<file path="src/sv/hslp_queue.sv">
`default_nettype none
module hslp_queue #(
  parameter int WIDTH = 44,
  parameter int DEPTH = 2
) (
  input  wire logic             clk,
  input  wire logic             rst,
  input  wire logic             push,
  input  wire logic [WIDTH-1:0] din,
  output logic                  full,
  input  wire logic             pop,
  output logic      [WIDTH-1:0] dout,
  output logic                  valid
);

  localparam int PW = $clog2(DEPTH);
  localparam int CW = $clog2(DEPTH + 1);
  localparam logic [PW-1:0] LAST = PW'(DEPTH - 1);

  logic [WIDTH-1:0] entry [DEPTH];
  logic [PW-1:0]    wptr;
  logic [PW-1:0]    rptr;
  logic [CW-1:0]    cnt;

  assign full  = (cnt == CW'(DEPTH));
  assign valid = (cnt != '0);
  assign dout  = entry[rptr];

  always_ff @(posedge clk) begin
    if (rst) begin
      wptr <= '0;
      rptr <= '0;
      cnt  <= '0;
    end else begin
      if (push) begin
        wptr <= (wptr == LAST) ? '0 : wptr + 1'b1;
      end
      if (pop) begin
        rptr <= (rptr == LAST) ? '0 : rptr + 1'b1;
      end
      if (push && !pop) begin
        cnt <= cnt + 1'b1;
      end else if (pop && !push) begin
        cnt <= cnt - 1'b1;
      end
    end
  end

  always_ff @(posedge clk) begin
    if (push) begin
      entry[wptr] <= din;
    end
  end

endmodule
`default_nettype wire

</file>
<file path="config.mk">
export PLATFORM = sky130hd
export DESIGN_NAME = hslp_queue
export DESIGN_NICKNAME = d
export VERILOG_FILES = /design/src/sv/hslp_queue.sv
export SDC_FILE = /design/constraint.sdc
export NUM_CORES = 1
export LEC_CHECK = 0
export BUFFER_PORTS_ARGS = -buffer_cell sky130_fd_sc_hd__buf_4
export CORE_MARGIN = 2
export CORE_UTILIZATION = 51
export DETAILED_ROUTE_END_ITERATION = 16
export PLACE_DENSITY = 0.78
export SLEW_MARGIN = 15
export SYNTH_ARGS = -nofsm -noshare
export SYNTH_HDL_FRONTEND = slang
export SYNTH_SLANG_ARGS = --single-unit
</file>
<file path="constraint.sdc">
create_clock -name clk -period 3.1 [get_ports clk]
set_input_delay 0.155 -clock clk [delete_from_list [all_inputs] [get_ports clk]]
set_output_delay 0.155 -clock clk [all_outputs]
set_load 0.02 [all_outputs]
</file>
==> results of run 1 <==
-- sequential cells by signal (all words and copies together) (netlist names), named ones only --
signal,flops
rptr,1
cnt,2
wptr,1
entry,88
-- final cells by class --
class / instances / area share, %
clock inverter: 6 / 2.12
sequential: 93 / 56.7
inverter: 1 / 0.0776
clock buffer: 9 / 2.56
multi-input combinational: 60 / 12.6
timing repair buffer: 139 / 23.9
tap: 77 / 1.99
-- worst min path at each step --
stage | endpoint | cells after the start
after floorplan | cnt[1] | 1
after global placement | entry[1][23] | 1
after detailed placement | entry[0][9] | 1
after CTS | register | 3
after global routing | register | 3
final | register | 3
-- logic make-up (layout without fill, tap and decap cells) --
kind of cell	after synthesis	in the layout
AO/OA/AOI/OAI	2	2
multiplexers	44	44
AND/OR/NAND/NOR	9	9
flip-flops	93	93
buffers and inverters	6	155
XOR/XNOR	4	4
adder cells (fa/ha/maj)	1	1
-- stage by stage --
| stage | total power, mW | setup slack, ns |
|---|---|---|
| floorplan | 1.75 | 0.354 |
| global placement | 1.92 | 1.29 |
| detailed placement | 1.93 | 1.30 |
| CTS | 2.88 | 0.909 |
| finish | 2.85 | 0.963 |
| global route | 2.96 | 0.855 |
-- power groups by stage --
stage | clock network, mW | logic, mW | registers, mW
global route | 0.978 | 0.464 | 1.51
floorplan | 0 | 0.240 | 1.51
CTS | 0.928 | 0.441 | 1.51
finish | 0.909 | 0.438 | 1.51
global placement | 0 | 0.387 | 1.53
detailed placement | 0 | 0.393 | 1.54
-- cells in the final DEF, fill, tap and decap left out, types with 2 or more instances in the layout --
cell type	synthesis	layout
edfxtp_1	88	88
mux2_2	44	44
bufinv_16	0	3
buf_4	0	94
clkbuf_8	0	9
xnor2_1	2	2
dfxtp_1	5	4
clkinv_1	0	2
xor2_1	2	2
nor2_1	4	4
dlygate4sd3_1	0	45
-- routing by layer --
metal  vias up  share of wire (%)  track usage, %
met3        11                6.2            4.23
met2        80                 52            31.3
li1        902                  -               -
met1       917                 40            20.7
met4         0                1.7            7.36
met5         -                  0               0
==> out/metrics.yaml, run 1 <==
drive_gt1_share_pct: 50.6
netlist_top_cells_count: "edfxtp_1 (88), mux2_2 (44), dfxtp_1 (5), buf_6 (4), nor2_1 (4)"
synth_compound_gate_area_share_pct: 0.295
grt_pass1_vias: 2029
ios: 94
cts_buffers: 9
die_area_sq_um: 7330
r2r_cells: 1
max_freq_mhz: 468
crit_end: "dout[3]"
p_sw_mw: 0.633
clock_sinks: 93
vias_per_cell: 4.96
finalInstanceArea_sq_um: 4840
slew_headroom_pct: 27.5
power_frac_seq_pct: 52.8
fp.coreArea_sq_um: 6390
grt_max_degree: 45
power_frac_comb_pct: 15.4
synth_simple_gate_area_share_pct: 1.44
synth_cells: 159
synth_area_leaders: "edfxtp_1 (78%), mux2_2 (15%), dfxtp_1 (2.9%)"
grt_pass1_wl_um: 9650
cts-root-buf: "clkbuf_8"
rows: 29
async_reset_ff_share_pct: 0
endpoint_kind: "output pin"
finalClockSkew_ns: 0.00447
rsz0062_at_grt: "no"
clk_latency_ns: 0.34
cp_num_cells: 2
gr-usage-all-layers_pct: 17.7
cp.buffers_inverters: 1
post_cts_buffers: 0
dr.pass1.iters: 4
synth_top_cell_by_area: "edfxtp_1"
path_max_fanout: 44
seqCellArea_sq_um: 2740
syn_avg_cell_area_sq_um: 21.4
wirelength_um: 6320
r2r_setup_slack_ns: 1.36
synth_mux_area_share_pct: 14.6
netlist_area_sq_um: 3400
synthToLayoutAreaGrowth_pct: 42.3
drc_errors: 0
timing.final.crit_share_pct: 68.9
whs_ns: 0.0842
cts_tree: "built"
crit_family: "flip-flops"
timing.rr.end: "entry[1][27]"
synthFlopType: "edfxtp_1"
worstHoldStart: "pop"
dieHeight_um: 85.6
min_period_ns: 2.14
port_buffers: 93
hold_viol_final: 0
synth-seq-cells: 93
placed_cell_area_sq_um: 4160
finalNetCount: 353
slew_violations: 0
start_util_pct: 53.2
grt-ovfl-total: 0
pwr-share-clk_pct: 31.9
hold_class: "input port to register"
crit_chain: "mux2_2 > buf_4"
worst_slew_pin_slew_ns: 1.09
worst_r2r_startpoint: "wptr"
num_antenna_cells: 0
synth_xor_area_share_pct: 1.03
ctsHoldBuffers: 45
clockBufferDepth: 2
synth_top_family_by_area: "multiplexers"
leakage_nw: 1.85
p_int_mw: 2.22
h-tree-depth: 3
powerDensity_nw_per_um2: 590
synth-adder-area-share_pct: 0.368
setup_violations: 0
ys_warn_count: 0
yosysMostFrequentCell: "edfxtp_1"
synth_edf_count: 88
ys_types: 17
syn_nets: 208
chipWidth_um: 85.6
instances_no_fill: 385
start_kind: "register"
critPathMaxStageDelay_ns: 1.03
crit_type: "register to output pin"
clk_pin_slew_ns: 0.08
utilization_pct: 75.7
nFillCells: 387
gp_congestion: 0.701
status: "complete, no violations"
vias: 1910
antenna_found_initial: 0
crit_slowest_cell: "dfxtp_2"
multi_input_area_sq_um: 611
drv_cap: 0
drt_iter0_markers: 107
tns_ns: 0
dpl.cell_count: 325
cts_resized: 0
synth_top_area_share_pct: 77.8
yosysSeqAreaShare_pct: 80.7
post_drt_wl_per_cell_um: 16.4
worst_ep_arrival_time_ns: 1.98
ant_nets: 0
required_ns: 2.94
irDropWorstVdd_uv: 324
dp_hpwl_um: 3760
p_sw_share_pct: 22.2
Note: power is estimated with default switching activity, not from simulation.
==> run 2: changes to the inputs <==
--- a/config.mk
+++ b/config.mk
@@ -7,9 +7,9 @@
 export LEC_CHECK = 0
 export BUFFER_PORTS_ARGS = -buffer_cell sky130_fd_sc_hd__buf_4
 export CORE_MARGIN = 2
-export CORE_UTILIZATION = 51
+export CORE_UTILIZATION = 46
 export DETAILED_ROUTE_END_ITERATION = 16
-export PLACE_DENSITY = 0.78
+export PLACE_DENSITY = 0.74
 export SLEW_MARGIN = 15
 export SYNTH_ARGS = -nofsm -noshare
 export SYNTH_HDL_FRONTEND = slang
==> constraint.sdc (replaced) <==
create_clock -name clk -period 1.75 [get_ports clk]
set_input_delay 0.0875 -clock clk [delete_from_list [all_inputs] [get_ports clk]]
set_output_delay 0.0875 -clock clk [all_outputs]
set_load 0.02 [all_outputs]
==> run 2 against run 1 <==
Net effect:
- routed wire length is 2.9% higher
- critical endpoint is now dout[23]
- global-route usage down 0.85 points
- via count grew 0.47%
- clock-buffer cell count is the same
- hold slack got worse by 0.076 ns
- sequential power up 74%
- setup slack lost 0.84 ns
- critical path depth up 1
- register-to-register slack worse by 0.85 ns
- die area is 10% higher
- cell area grew 1.1%
- sequential cell count unchanged
==> out/metrics.yaml, run 2 (synthesized netlist as in run 1, its figures left out) <==
gp_congestion: 0.768  # +9.5%
cp.buffers_inverters: 2  # +1
vias_per_cell: 4.64  # -6.6%
crit_slowest_cell: "mux2_2"
clk_pin_slew_ns: 0.09  # about the same
ant_nets: 0  # unchanged
whs_path_depth: 3  # unchanged
worst_ep_arrival_time_ns: 1.54  # -0.44 ns
vias: 1919  # +0.47%
finalNetCount: 359  # +1.7%
rows: 31  # +6.9%
chipWidth_um: 90.0  # +5.0%
worst_slew_pin_slew_ns: 0.337  # -0.750 ns
cts-root-buf: "clkbuf_8"
drc_errors: 0  # unchanged
grt-ovfl-total: 0  # unchanged
crit_family: "buffers and inverters"
cp_num_cells: 3  # +1
slew_headroom_pct: 77.5  # +50 points
powerDensity_nw_per_um2: 994  # +68%
min_period_ns: 1.63
clockBufferDepth: 2  # unchanged
critPathMaxStageDelay_ns: 0.40  # -0.63 ns
gr-usage-all-layers_pct: 16.8  # -0.85 points
dp_hpwl_um: 4020  # +6.8%
grt_pass1_wl_um: 10300  # +6.9%
slew_violations: 0  # unchanged
reg_top3: "entry: 88 flops, cnt: 2 flops"
start_kind: "register"
max_freq_mhz: 614
dieHeight_um: 90.0  # +5.0%
crit_chain: "buf_6 > mux2_2 > buf_4"
post_drt_wl_per_cell_um: 15.7  # -4.3%
antenna_found_initial: 0  # unchanged
rsz0062_at_grt: "no"
required_ns: 1.66  # -1.28 ns
dr.pass1.iters: 4  # unchanged
dpl.cell_count: 352  # +8.3%
tns_ns: 0  # unchanged
setup_violations: 0  # unchanged
wirelength_um: 6510  # +2.9%
synthToLayoutAreaGrowth_pct: 43.9
drive_gt1_share_pct: 51.7  # +1.1 points
whs_ns: 0.00800  # -0.0762 ns
fp.coreArea_sq_um: 7210  # +13%
post_cts_buffers: 0  # unchanged
largest_reg_flops: 88  # unchanged
grt_max_degree: 30  # -33%
r2r_cells: 2  # +1
num_antenna_cells: 0  # unchanged
clock_sinks: 93  # unchanged
path_max_fanout: 29  # -34%
status: "complete, no violations"
irDropWorstVdd_uv: 822  # +150%
clk_latency_ns: 0.35  # about the same
largest_register: "entry"
leakage_nw: 1.86  # +0.56%
layout_common_cells: "buf_4 (98), edfxtp_1 (88), dlygate4sd3_1 (46)"
port_buffers: 93  # unchanged
cts_tree: "built"
drt_iter0_markers: 109  # +1.9%
timing.final.crit_share_pct: 93.1
cts_buffers: 9  # unchanged
h-tree-depth: 3  # unchanged
instances_no_fill: 414  # +7.5%
crit_type: "register to output pin"
endpoint_kind: "output pin"
hold_class: "input port to register"
die_area_sq_um: 8090  # +10%
hold_viol_final: 0  # unchanged
drv_cap: 0  # unchanged
post-place-ws_ns: 0.431  # -0.869 ns
finalWorstSetupSlack_ns: 0.121  # -0.842 ns
ios: 94  # unchanged
grt_pass1_vias: 2141  # +5.5%
start_util_pct: 47.1  # -6.1 points
finalClockSkew_ns: 0.00770  # +0.00323 ns
finalPower_mw: 4.86  # +70%
final_common_cell: "buf_4"
[run 2: cell types whose count changed in the layout (fill, tap and decap cells not counted)]
cell | before | now
clkinvlp_4 | 0 | 2
clkinv_1 | 2 | 1
inv_6 | 0 | 1
clkinv_4 | 0 | 2
buf_4 | 94 | 98
bufinv_16 | 3 | 1
clkinv_2 | 1 | 0
dlygate4sd3_1 | 45 | 46
buf_6 | 0 | 1
[run 2: metrics by stage]
stage	util [%]	area, sq um
after floorplan	-	3410
after global placement	58.6	4230
after detailed placement	58.6	4230
after CTS	67.7	4880
after global routing	67.8	4890
final	67.8	4890
[run 2: what timing repair did]
| action | 4_1_cts | 5_1_grt |
|---|---|---|
| setup endpoints to repair | 0 | 29 |
| gates resized for setup | 0 | 1 |
| hold buffers | 46 | 0 |
| hold endpoints to repair | 93 | 0 |
[run 2: worst paths after layout]
kind	slack, ns	startpoint	end
hold / removal	0.008	push	wptr
setup reg to reg	0.51	wptr	entry[1][4]
setup / recovery	0.12	register	dout[23]
hold reg to reg	0.52	rptr	rptr
[run 2: worst min-delay path, stage by stage]
cell and delay [ns]:
buf_4 0.10, xnor2_1 0.06, nor2_1 0.08
[run 2: cell type report]
type	count	area, sq um
Clock buffer	9	124
Clock inverter	7	75.1
Fill cell	513	2330
Inverter	1	3.75
Multi-Input combinational cell	60	611
Sequential cell	93	2740
Tap cell	99	124
Timing Repair Buffer	145	1210
[run 2: layer usage]
layer	GRT usage, %	part of all wire (%)	vias to the layer above
met1	18.4	39	928
met3	4.44	5.1	9
met4	8.33	1.8	0
met5	0	0	-
met2	30.3	54	61
li1	-	-	921
[run 2: report_power, final]
group | switching, mW | total [mW] | internal [mW] | leakage, nW
clock network | 0.732 | 1.40 | 0.665 | 0.0935
logic | 0.406 | 0.835 | 0.428 | 0.897
registers | 0.0378 | 2.63 | 2.59 | 0.868
total | 1.18 | 4.86 | 3.68 | 1.86
