==> src/sv/hslp_pkg.sv <==
`default_nettype none
package hslp_pkg;

  localparam int TABLE_SIZE_DEF = 1024;
  localparam int KEY_W          = 32;
  localparam int FUNC_W         = 2;
  localparam int MARK_W         = 2;
  localparam int MOD_STEP_BITS  = 4;
  localparam int MOD_CYCLES     = KEY_W / MOD_STEP_BITS;
  localparam int QUEUE_DEPTH    = 2;

  typedef enum logic [FUNC_W-1:0] {
    FN_INSERT = 2'd0,
    FN_REMOVE = 2'd1,
    FN_SEARCH = 2'd2
  } func_t;

  typedef enum logic [MARK_W-1:0] {
    MK_EMPTY   = 2'd0,
    MK_USED    = 2'd1,
    MK_DELETED = 2'd2
  } mark_t;

  typedef enum logic [1:0] {
    ST_DONE      = 2'd0,
    ST_PRESENT   = 2'd1,
    ST_FULL      = 2'd2,
    ST_NOT_FOUND = 2'd3
  } status_t;

endpackage
`default_nettype wire

==> src/sv/hslp_front.sv <==
`default_nettype none
module hslp_front #(
  parameter int TABLE_SIZE = hslp_pkg::TABLE_SIZE_DEF
) (
  input  wire logic                            clk,
  input  wire logic                            rst,
  input  wire logic                            hold,
  input  wire logic                            in_valid,
  output logic                                 in_ready,
  input  wire logic [hslp_pkg::FUNC_W-1:0]     in_func,
  input  wire logic [hslp_pkg::KEY_W-1:0]      in_key,
  output logic                                 q_push,
  input  wire logic                            q_full,
  output logic      [hslp_pkg::FUNC_W-1:0]     q_func,
  output logic      [hslp_pkg::KEY_W-1:0]      q_key,
  output logic      [$clog2(TABLE_SIZE)-1:0]   q_home
);

  localparam int IW = $clog2(TABLE_SIZE);
  localparam int SW = $clog2(hslp_pkg::MOD_CYCLES);
  localparam logic [IW:0]   TSV       = (IW + 1)'(TABLE_SIZE);
  localparam logic [SW-1:0] LAST_STEP = SW'(hslp_pkg::MOD_CYCLES - 1);

  typedef enum logic [2:0] {
    F_IDLE = 3'b001,
    F_DIV  = 3'b010,
    F_PUSH = 3'b100
  } fstate_t;

  fstate_t                     state;
  logic [SW-1:0]               step;
  logic [hslp_pkg::KEY_W-1:0]  mag;
  logic [IW-1:0]               rem;
  logic [IW-1:0]               rem_next;
  logic [hslp_pkg::FUNC_W-1:0] func;
  logic [hslp_pkg::KEY_W-1:0]  key;

  // restoring remainder, MOD_STEP_BITS bits of the magnitude per cycle
  always_comb begin
    logic [IW:0]   t;
    logic [IW-1:0] r;
    r = rem;
    t = '0;
    for (int b = 0; b < hslp_pkg::MOD_STEP_BITS; b++) begin
      t = {r, mag[hslp_pkg::KEY_W-1-b]};
      if (t >= TSV) begin
        t = t - TSV;
      end
      r = t[IW-1:0];
    end
    rem_next = r;
  end

  assign in_ready = (state == F_IDLE) && !hold;
  assign q_push   = ((state == F_DIV) && (step == LAST_STEP) && !q_full) ||
                    ((state == F_PUSH) && !q_full);
  assign q_func   = func;
  assign q_key    = key;
  assign q_home   = (state == F_DIV) ? rem_next : rem;

  always_ff @(posedge clk) begin
    if (rst) begin
      state <= F_IDLE;
    end else begin
      case (state)
        F_IDLE: begin
          if (in_valid && in_ready) begin
            state <= F_DIV;
          end
        end
        F_DIV: begin
          if (step == LAST_STEP) begin
            state <= q_full ? F_PUSH : F_IDLE;
          end
        end
        F_PUSH: begin
          if (!q_full) begin
            state <= F_IDLE;
          end
        end
        default: state <= F_IDLE;
      endcase
    end
  end

  always_ff @(posedge clk) begin
    if (state == F_IDLE && in_valid && in_ready) begin
      func <= in_func;
      key  <= in_key;
      mag  <= in_key[hslp_pkg::KEY_W-1] ? (hslp_pkg::KEY_W)'(0) - in_key : in_key;
      rem  <= '0;
      step <= '0;
    end else if (state == F_DIV) begin
      rem  <= rem_next;
      mag  <= mag << hslp_pkg::MOD_STEP_BITS;
      step <= step + 1'b1;
    end
  end

endmodule
`default_nettype wire

==> config.mk <==
export PLATFORM = sky130hd
export DESIGN_NAME = hslp_front
export DESIGN_NICKNAME = d
export VERILOG_FILES = /design/src/sv/hslp_pkg.sv /design/src/sv/hslp_front.sv
export SDC_FILE = /design/constraint.sdc
export NUM_CORES = 1
export LEC_CHECK = 0
export BUFFER_PORTS_ARGS = -buffer_cell sky130_fd_sc_hd__buf_4
export CAP_MARGIN = 20
export CORE_MARGIN = 10
export CORE_UTILIZATION = 50
export DETAILED_ROUTE_END_ITERATION = 10
export PLACE_DENSITY = 0.81
export SLEW_MARGIN = 20
export SYNTH_ARGS = -nofsm -noshare
export SYNTH_HDL_FRONTEND = slang
export SYNTH_SLANG_ARGS = --single-unit
==> constraint.sdc <==
create_clock -name clk -period 4.25 [get_ports clk]
set_input_delay 0.425 -clock clk [delete_from_list [all_inputs] [get_ports clk]]
set_output_delay 0.425 -clock clk [all_outputs]
set_load 0.02 [all_outputs]
==> results of run 1 <==
## final timing paths
| check | from | end | slack (ns) | cells after the start |
|---|---|---|---|---|
| hold reg to reg | mag[26] | mag[30] | 0.52 | 2 |
| hold / removal | rst | state[2] | 0.25 | 2 |
| setup reg to reg | state[0] | mag[9] | 1.79 | 5 |
| setup / recovery | state[0] | mag[9] | 1.79 | 5 |
## worst max-delay path, cell delays in order (launching register included)
cell and delay [ns]:
dfxtp_1 0.47, nor4b_1 0.45, nand2_2 0.08, buf_4 0.32, clkinv_1 0.11, or2_2 0.62
## cells in the final DEF, fill, tap and decap left out, types with 3 or more instances in the layout
| master | n |
|---|---|
| edfxtp_1 | 66 |
| nor2_1 | 12 |
| ha_1 | 3 |
| clkbuf_8 | 10 |
| or4_1 | 3 |
| mux2i_1 | 4 |
| nor3_1 | 7 |
| nand3_1 | 3 |
| o21ai_1 | 3 |
| o21ai_0 | 34 |
| dfxtp_1 | 16 |
| a21oi_1 | 3 |
| inv_1 | 4 |
| nand2_1 | 35 |
| o31ai_1 | 8 |
| nor2b_1 | 4 |
| nor4_1 | 5 |
| xor2_1 | 28 |
| mux2_2 | 10 |
| and2_1 | 10 |
| buf_4 | 87 |
| o41ai_1 | 6 |
## cells by family (layout without fill, tap and decap cells)
family	Yosys count	in the layout	share of synthesized area
buf+inv	19	108	0.0217
flops	82	82	0.623
simple gates	92	92	0.127
xor+xnor	30	30	0.0711
fa+ha+maj	3	3	0.0102
mux	14	14	0.0413
compound gates	58	58	0.106
## per-stage QoR
stage | std cells | utilization | area, sq um | worst slack [ns]
detailed placement | 470 | 0.612 | 4410 | 1.65
finish | 486 | 0.640 | 4620 | 1.79
floorplan | 298 | - | 3690 | 0.743
CTS | 486 | 0.640 | 4620 | 1.78
global placement | 470 | 0.612 | 4410 | 1.69
global route | 486 | 0.640 | 4620 | 1.59
## cell type report
type / instances / area (sq um)
clock buffers: 13 / 191
clock inverters: 3 / 16.3
flip-flops and latches: 82 / 2300
repair buffers: 87 / 653
multi-input cells: 197 / 1310
well taps: 99 / 124
fillers: 577 / 2590
inverters: 5 / 18.8
## registers in the layout, summed over array words and instances (netlist names)
name    flops
rem        10
state       3
step        3
q_func      2
mag        32
q_key      32
## per-layer routing
layer / up-vias / routed length [microns] / share of wire
met4: 0 / 136 / 0.017
met3: 13 / 510 / 0.065
li1: 1271 / - / -
met2: 72 / 3920 / 0.50
met1: 1222 / 3340 / 0.42
met5: - / 0 / 0
## power breakdown
group | total, W | switching (W) | internal (W)
sequential | 0.000943 | 0.0000150 | 0.000928
clock | 0.000569 | 0.000270 | 0.000298
combinational | 0.000227 | 0.000136 | 0.0000909
total | 0.00174 | 0.000421 | 0.00132
==> results.ini, run 1 <==
[global_route]
top_usage_layer = met2
antenna_found_initial = 0
first_global_vias = 2628
globalRouteMet3Util = 0.0471
overflow = 0
grt_max_degree = 73
grt_usage = 0.139
met2_usage = 0.231
met1_usage = 0.160
grt_pass1_wl_microns = 12800

[floorplan]
dieArea_sq_um = 11200
die_w_microns = 106
die_y_microns = 106
core_sq_um = 7210
start_util = 0.512
io_pins = 85
std_cell_rows = 31

[final_layout]
area_delta_synth_final_pct = 25.1
layout-drive-gt1-share = 0.310
final_net_count = 424
antenna_cells = 0

[synthesis]
synth_largest_area_cell = edfxtp_1
synth-async-reset-ratio = 0
synthCells = 298
synth.most_common_cell = edfxtp_1
synth_area_leaders = edfxtp_1 (54%), dfxtp_1 (8.7%), xor2_1 (6.6%), o21ai_0 (4.6%), nand2_1 (3.7%)
yosys-top-cells-count = edfxtp_1 (66), nand2_1 (36), o21ai_0 (34), xor2_1 (28), dfxtp_1 (16)
synth_seq_cells = 82
synth_ff_type = edfxtp_1
yosysTopAreaCellShare = 0.537
synth_edf_count = 66
synth_cell_types = 35
synth_nets = 340
yosysWarnings = 0
ys_seq_area_frac = 0.623
syn-cell-area_sq_um = 3690
syn_avg_cell_area_sq_um = 12.4

[placed_design]
dp_hpwl_microns = 5730
globalplace.congestion = 0.811
io_buffers = 84

[critical_path]
end_kind = flip-flop
cp-start-kind = flip-flop
crit_type = flip-flop to flip-flop
cp.arrival_ns = 2.44
critPathRequiredTime_ns = 4.23
cp_max_fo = 72

[route]
avgRoutedWirePerCell_microns = 16.3
wl_microns = 7910
num_vias = 2578
route.detailed.drc = 0
vias_per_cell = 5.30
drt_iter0_markers = 148
firstDrtPassIters = 4
final_antenna_net_count = 0

[sta]
fmax_mhz = 406
layout_min_cycle_time_ns = 2.46
fin_crit_sh = 0.579
setup_viol_count_final = 0
final-hold-violation-count = 0
finalSetupTns_ns = 0
rsz0062_at_grt = false
whs_ns = 0.253
worst_pin_slew_ns = 0.772
skew_ns = 0.00931
drv_slew = 0
maxSlewHeadroom = 0.486

[cts]
cts_tree = yes
cts_inserted_buffers = 9
clk_pin_slew_ns = 0.08
cts_hold_buffers = 0
cts_max_path_buffers = 2
cts-root-buf = clkbuf_8
cts_resized = 0
insertion_delay_ns = 0.35
htree_levels = 3
post_cts_buffers = 0
cts.sinks = 82

[flow_run]
max_cap_viol_count = 0

[min_path]
hold_path_class = primary input to flip-flop

[power_and_ir_drop]
ir_worst_vdd_mv = 0.195
power_density_nw_per_um2 = 376
total_power_w = 0.00174
p_leak_nw = 1.83

[status]
outcome = finished clean

Power figures use the tool's default switching activity.
==> run 2: changes to the inputs <==
==> constraint.sdc (replaced) <==
create_clock -name clk -period 2.3 [get_ports clk]
set_input_delay 0.23 -clock clk [delete_from_list [all_inputs] [get_ports clk]]
set_output_delay 0.23 -clock clk [all_outputs]
set_load 0.02 [all_outputs]
==> run 2 against run 1 <==
Net effect: critical path type is now flip-flop to output pin; critical endpoint is now q_home[0]; die area unchanged; routed wire length up 5.3%; total power up 88%.
==> results.ini, run 2 (same netlist as run 1, synthesis figures left out) <==
[sta]
maxSlewHeadroom = 0.699
whs_ns = 0.0494
layout_min_cycle_time_ns = 2.16
worst_pin_slew_ns = 0.447
setup_viol_count_final = 0
final-hold-violation-count = 0
skew_ns = 0.00592
drv_slew = 0
rsz0062_at_grt = false
fmax_mhz = 464
fin_crit_sh = 0.937

[global_route]
grt_pass1_wl_microns = 13500
grt_usage = 0.148
overflow = 0
first_global_vias = 2822
antenna_found_initial = 0
grt_max_degree = 61

[cts]
cts_max_path_buffers = 2
cts-root-buf = clkbuf_8
cts_inserted_buffers = 9
insertion_delay_ns = 0.35
cts.sinks = 82
htree_levels = 3
cts_tree = yes
cts_hold_buffers = 0
clk_pin_slew_ns = 0.08
cts_resized = 0
post_cts_buffers = 0

[route]
wl_microns = 8320
vias_per_cell = 5.33
num_vias = 2675
final_antenna_net_count = 0
firstDrtPassIters = 4
route.detailed.drc = 0
avgRoutedWirePerCell_microns = 16.6
drt_iter0_markers = 137

[final_layout]
antenna_cells = 0
fin_area_sq_um = 4780
area_delta_synth_final_pct = 29.5
mostFrequentLayoutCells = buf_4 (102), edfxtp_1 (66), nand2_1 (35), o21ai_0 (34), xor2_1 (28)
final_net_count = 440
final_common_cell = buf_4
layout-drive-gt1-share = 0.345

[placed_design]
place_area_sq_um = 4570
dp_hpwl_microns = 6220
io_buffers = 84
globalplace.congestion = 0.785

[critical_path]
critPathSlowestCell = dfxtp_1
crit_type = flip-flop to output pin
path_buf_inv = 2
critical-path-top-delay-family = flip-flops
path_cells = nor2b_1, nor2b_1, buf_4, mux2_2, buf_4
cp.arrival_ns = 1.93
cp_max_fo = 14
end_kind = output pin
critPathRequiredTime_ns = 2.07
cp-start-kind = flip-flop
cpPeakStageDelay_ns = 0.48

[power_and_ir_drop]
p_leak_nw = 1.93
power_density_nw_per_um2 = 684
ir_worst_vdd_mv = 0.390

[floorplan]
start_util = 0.512
die_w_microns = 106
std_cell_rows = 31
die_y_microns = 106
io_pins = 85
dieArea_sq_um = 11200
core_sq_um = 7210

[min_path]
hold_path_class = primary input to flip-flop

[flow_run]
max_cap_viol_count = 0

[status]
outcome = finished clean

-- run 2: stage by stage --
step,TNS (ns),util,setup WS (ns),std cells,total power (W)
after floorplan,0,-,0.0473,298,0.00201
after global placement,0,0.633,0.0506,486,0.00221
after detailed placement,-0.0850,0.633,-0.0728,486,0.00223
after CTS,0,0.663,0.125,502,0.00330
after global routing,0,0.663,0.00431,502,0.00341
final,0,0.663,0.145,502,0.00327
-- run 2: final timing paths --
kind / startpoint / endpoint / slack, ns / cells after the start
max: state[1] / q_home[0] / 0.14 / 5
min: rst / state[1] / 0.05 / 2
max reg2reg: state[0] / mag[9] / 0.31 / 4
min reg2reg: step[1] / step[1] / 0.51 / 2
-- run 2: layer usage --
| layer | global-route usage | vias to the layer above | wire (microns) | share of wire |
|---|---|---|---|---|
| met5 | 0 | - | 0 | 0 |
| met4 | 0.0619 | 0 | 171 | 0.021 |
| met3 | 0.0525 | 18 | 544 | 0.065 |
| met2 | 0.253 | 92 | 4210 | 0.51 |
| met1 | 0.165 | 1263 | 3400 | 0.41 |
| li1 | - | 1302 | - | - |
-- run 2: final cells by class --
| class | count | area, sq um |
|---|---|---|
| inverter | 5 | 22.5 |
| sequential | 82 | 2300 |
| timing repair buffer | 103 | 786 |
| tap | 99 | 124 |
| clock inverter | 4 | 28.8 |
| multi-input combinational | 197 | 1330 |
| fill | 579 | 2430 |
| clock buffer | 12 | 188 |
-- run 2: power by group --
group / total [W] / switching (W) / internal [W]
sequential: 0.00174 / 0.0000315 / 0.00171
clock: 0.00108 / 0.000527 / 0.000556
combinational: 0.000445 / 0.000257 / 0.000189
==> run 3: changes to the inputs <==
--- a/config.mk
+++ b/config.mk
@@ -8,9 +8,9 @@
 export BUFFER_PORTS_ARGS = -buffer_cell sky130_fd_sc_hd__buf_4
 export CAP_MARGIN = 20
 export CORE_MARGIN = 10
-export CORE_UTILIZATION = 50
+export CORE_UTILIZATION = 29
 export DETAILED_ROUTE_END_ITERATION = 10
-export PLACE_DENSITY = 0.81
+export PLACE_DENSITY = 0.54
 export SLEW_MARGIN = 20
 export SYNTH_ARGS = -nofsm -noshare
 export SYNTH_HDL_FRONTEND = slang
==> run 3 against run 2 <==
Net effect: via count is 0.71% lower; largest power group unchanged; global-route usage down 4.8 points; cell count increased by 15%; register-to-register slack improved by 0.03 ns; largest cell class unchanged; clock power rose by 41%; sequential share of layout area shrank 2.1 points; worst hold slack better by 0.016 ns.
==> results.ini, run 3 (same netlist as run 1, synthesis figures left out) <==
[critical_path]
r2r_start = state[0]
r2r_slack_ns = 0.34
crit_type = flip-flop to output pin
cp.arrival_ns = 1.85
path_buf_inv = 2
path_cells = nor2b_1, nor2b_1, buf_4, mux2_2, buf_4
end_kind = output pin
rr_worst_depth = 4
critical-path-top-delay-family = flip-flops
reg2reg_to = mag[26]
cpPeakStageDelay_ns = 0.40
cp_max_fo = 14
critPathRequiredTime_ns = 2.07
critPathSlowestCell = dfxtp_2
cp-start-kind = flip-flop

[global_route]
antenna_found_initial = 0
first_global_vias = 2698
overflow = 0
grt_max_degree = 61
grt_usage = 0.101
grt_pass1_wl_microns = 14200

[floorplan]
start_util = 0.294
die_w_microns = 133
io_pins = 85
die_y_microns = 133
core_sq_um = 12600
dieArea_sq_um = 17700
std_cell_rows = 41

[min_path]
hold_path_class = primary input to flip-flop
hold-path-cell-count = 2
holdPathEnd = state[1]
min_from = rst

[final_layout]
antenna_cells = 0
regArea_sq_um = 2300
fin_area_sq_um = 5000
final_common_cell = buf_4
layout-drive-gt1-share = 0.349
fin_cells = 579
multi_input_area_sq_um = 1330
final_net_count = 444
mostFrequentLayoutCells = buf_4 (106), edfxtp_1 (66), nand2_1 (35), o21ai_0 (34), xor2_1 (28)
area_delta_synth_final_pct = 35.4
nFillCells = 1222

[placed_design]
dp_hpwl_microns = 6450
place_inst = 563
place_area_sq_um = 4690
io_buffers = 84
globalplace.congestion = 0.738

[sta]
finalSetupTns_ns = 0
layout_min_cycle_time_ns = 2.08
worst_pin_slew_ns = 0.469
setup_viol_count_final = 0
maxSlewHeadroom = 0.687
fin_crit_sh = 0.904
final-hold-violation-count = 0
skew_ns = 0.00815
fmax_mhz = 481
drv_slew = 0
rsz0062_at_grt = false

[route]
route.detailed.drc = 0
vias_per_cell = 4.59
wl_microns = 8850
final_antenna_net_count = 0
num_vias = 2656
avgRoutedWirePerCell_microns = 15.3
firstDrtPassIters = 4
drt_iter0_markers = 103

[power_and_ir_drop]
total_power_w = 0.00371
power_density_nw_per_um2 = 743
p_leak_nw = 1.99
ir_worst_vdd_mv = 0.335

[flow_run]
max_cap_viol_count = 0

[cts]
cts_resized = 0
htree_levels = 3
insertion_delay_ns = 0.34
cts_max_path_buffers = 2
clk_pin_slew_ns = 0.06
cts_tree = yes
cts_inserted_buffers = 9
cts_hold_buffers = 0
cts.sinks = 82
cts-root-buf = clkbuf_16
post_cts_buffers = 0

[status]
outcome = finished clean

-- run 3: per-stage QoR --
step	utilization	setup slack (ns)	hold slack [ns]
after global routing	0.398	0.0946	0.0511
after floorplan	-	0.0473	0.307
after global placement	0.373	0.0184	0.411
final	0.398	0.220	0.0651
after CTS	0.398	0.109	0.0510
after detailed placement	0.373	-0.00215	0.411
-- run 3: worst max-delay path by stage --
| stage | slack, ns | startpoint | cells past startpoint | to |
|---|---|---|---|---|
| after floorplan | 0.05 | state[0] | 5 | mag[0] |
| after global placement | 0.02 | in_key[1] | 6 | mag[25] |
| after detailed placement | -0.002 | in_key[6] | 6 | mag[25] |
| after CTS | 0.11 | state[1] | 5 | q_home[1] |
| after global routing | 0.09 | state[1] | 5 | q_home[4] |
| final | 0.22 | state[1] | 5 | q_home[0] |
-- run 3: metal layers --
layer / part of all wire / vias up / global-route usage
met5: 0 / - / 0
met4: 0.019 / 0 / 0.0458
met1: 0.44 / 1267 / 0.119
li1: - / 1307 / -
met3: 0.053 / 11 / 0.0314
met2: 0.48 / 71 / 0.163
-- run 3: worst register-to-register path: stages (launching register included) --
cell and delay [ns]:
dfxtp_1 0.49, nor4b_4 0.29, nand2_2 0.23, clkinvlp_4 0.15
or2_4 0.42
-- run 3: where the power goes --
| part | leakage [nW] | total [W] | internal (W) | switching (W) |
|---|---|---|---|---|
| Clock | 0.153 | 0.00152 | 0.000949 | 0.000569 |
| Combinational | 1.09 | 0.000448 | 0.000192 | 0.000257 |
| Sequential | 0.746 | 0.00175 | 0.00172 | 0.0000303 |
| Total | 1.99 | 0.00371 | 0.00286 | 0.000856 |
-- run 3: area by class of cell --
class | instances | area share
Clock buffer | 11 | 0.0465
Clock inverter | 5 | 0.0158
Inverter | 5 | 0.00450
Multi-Input combinational cell | 197 | 0.266
Sequential cell | 82 | 0.461
Tap cell | 172 | 0.0430
Timing Repair Buffer | 107 | 0.163
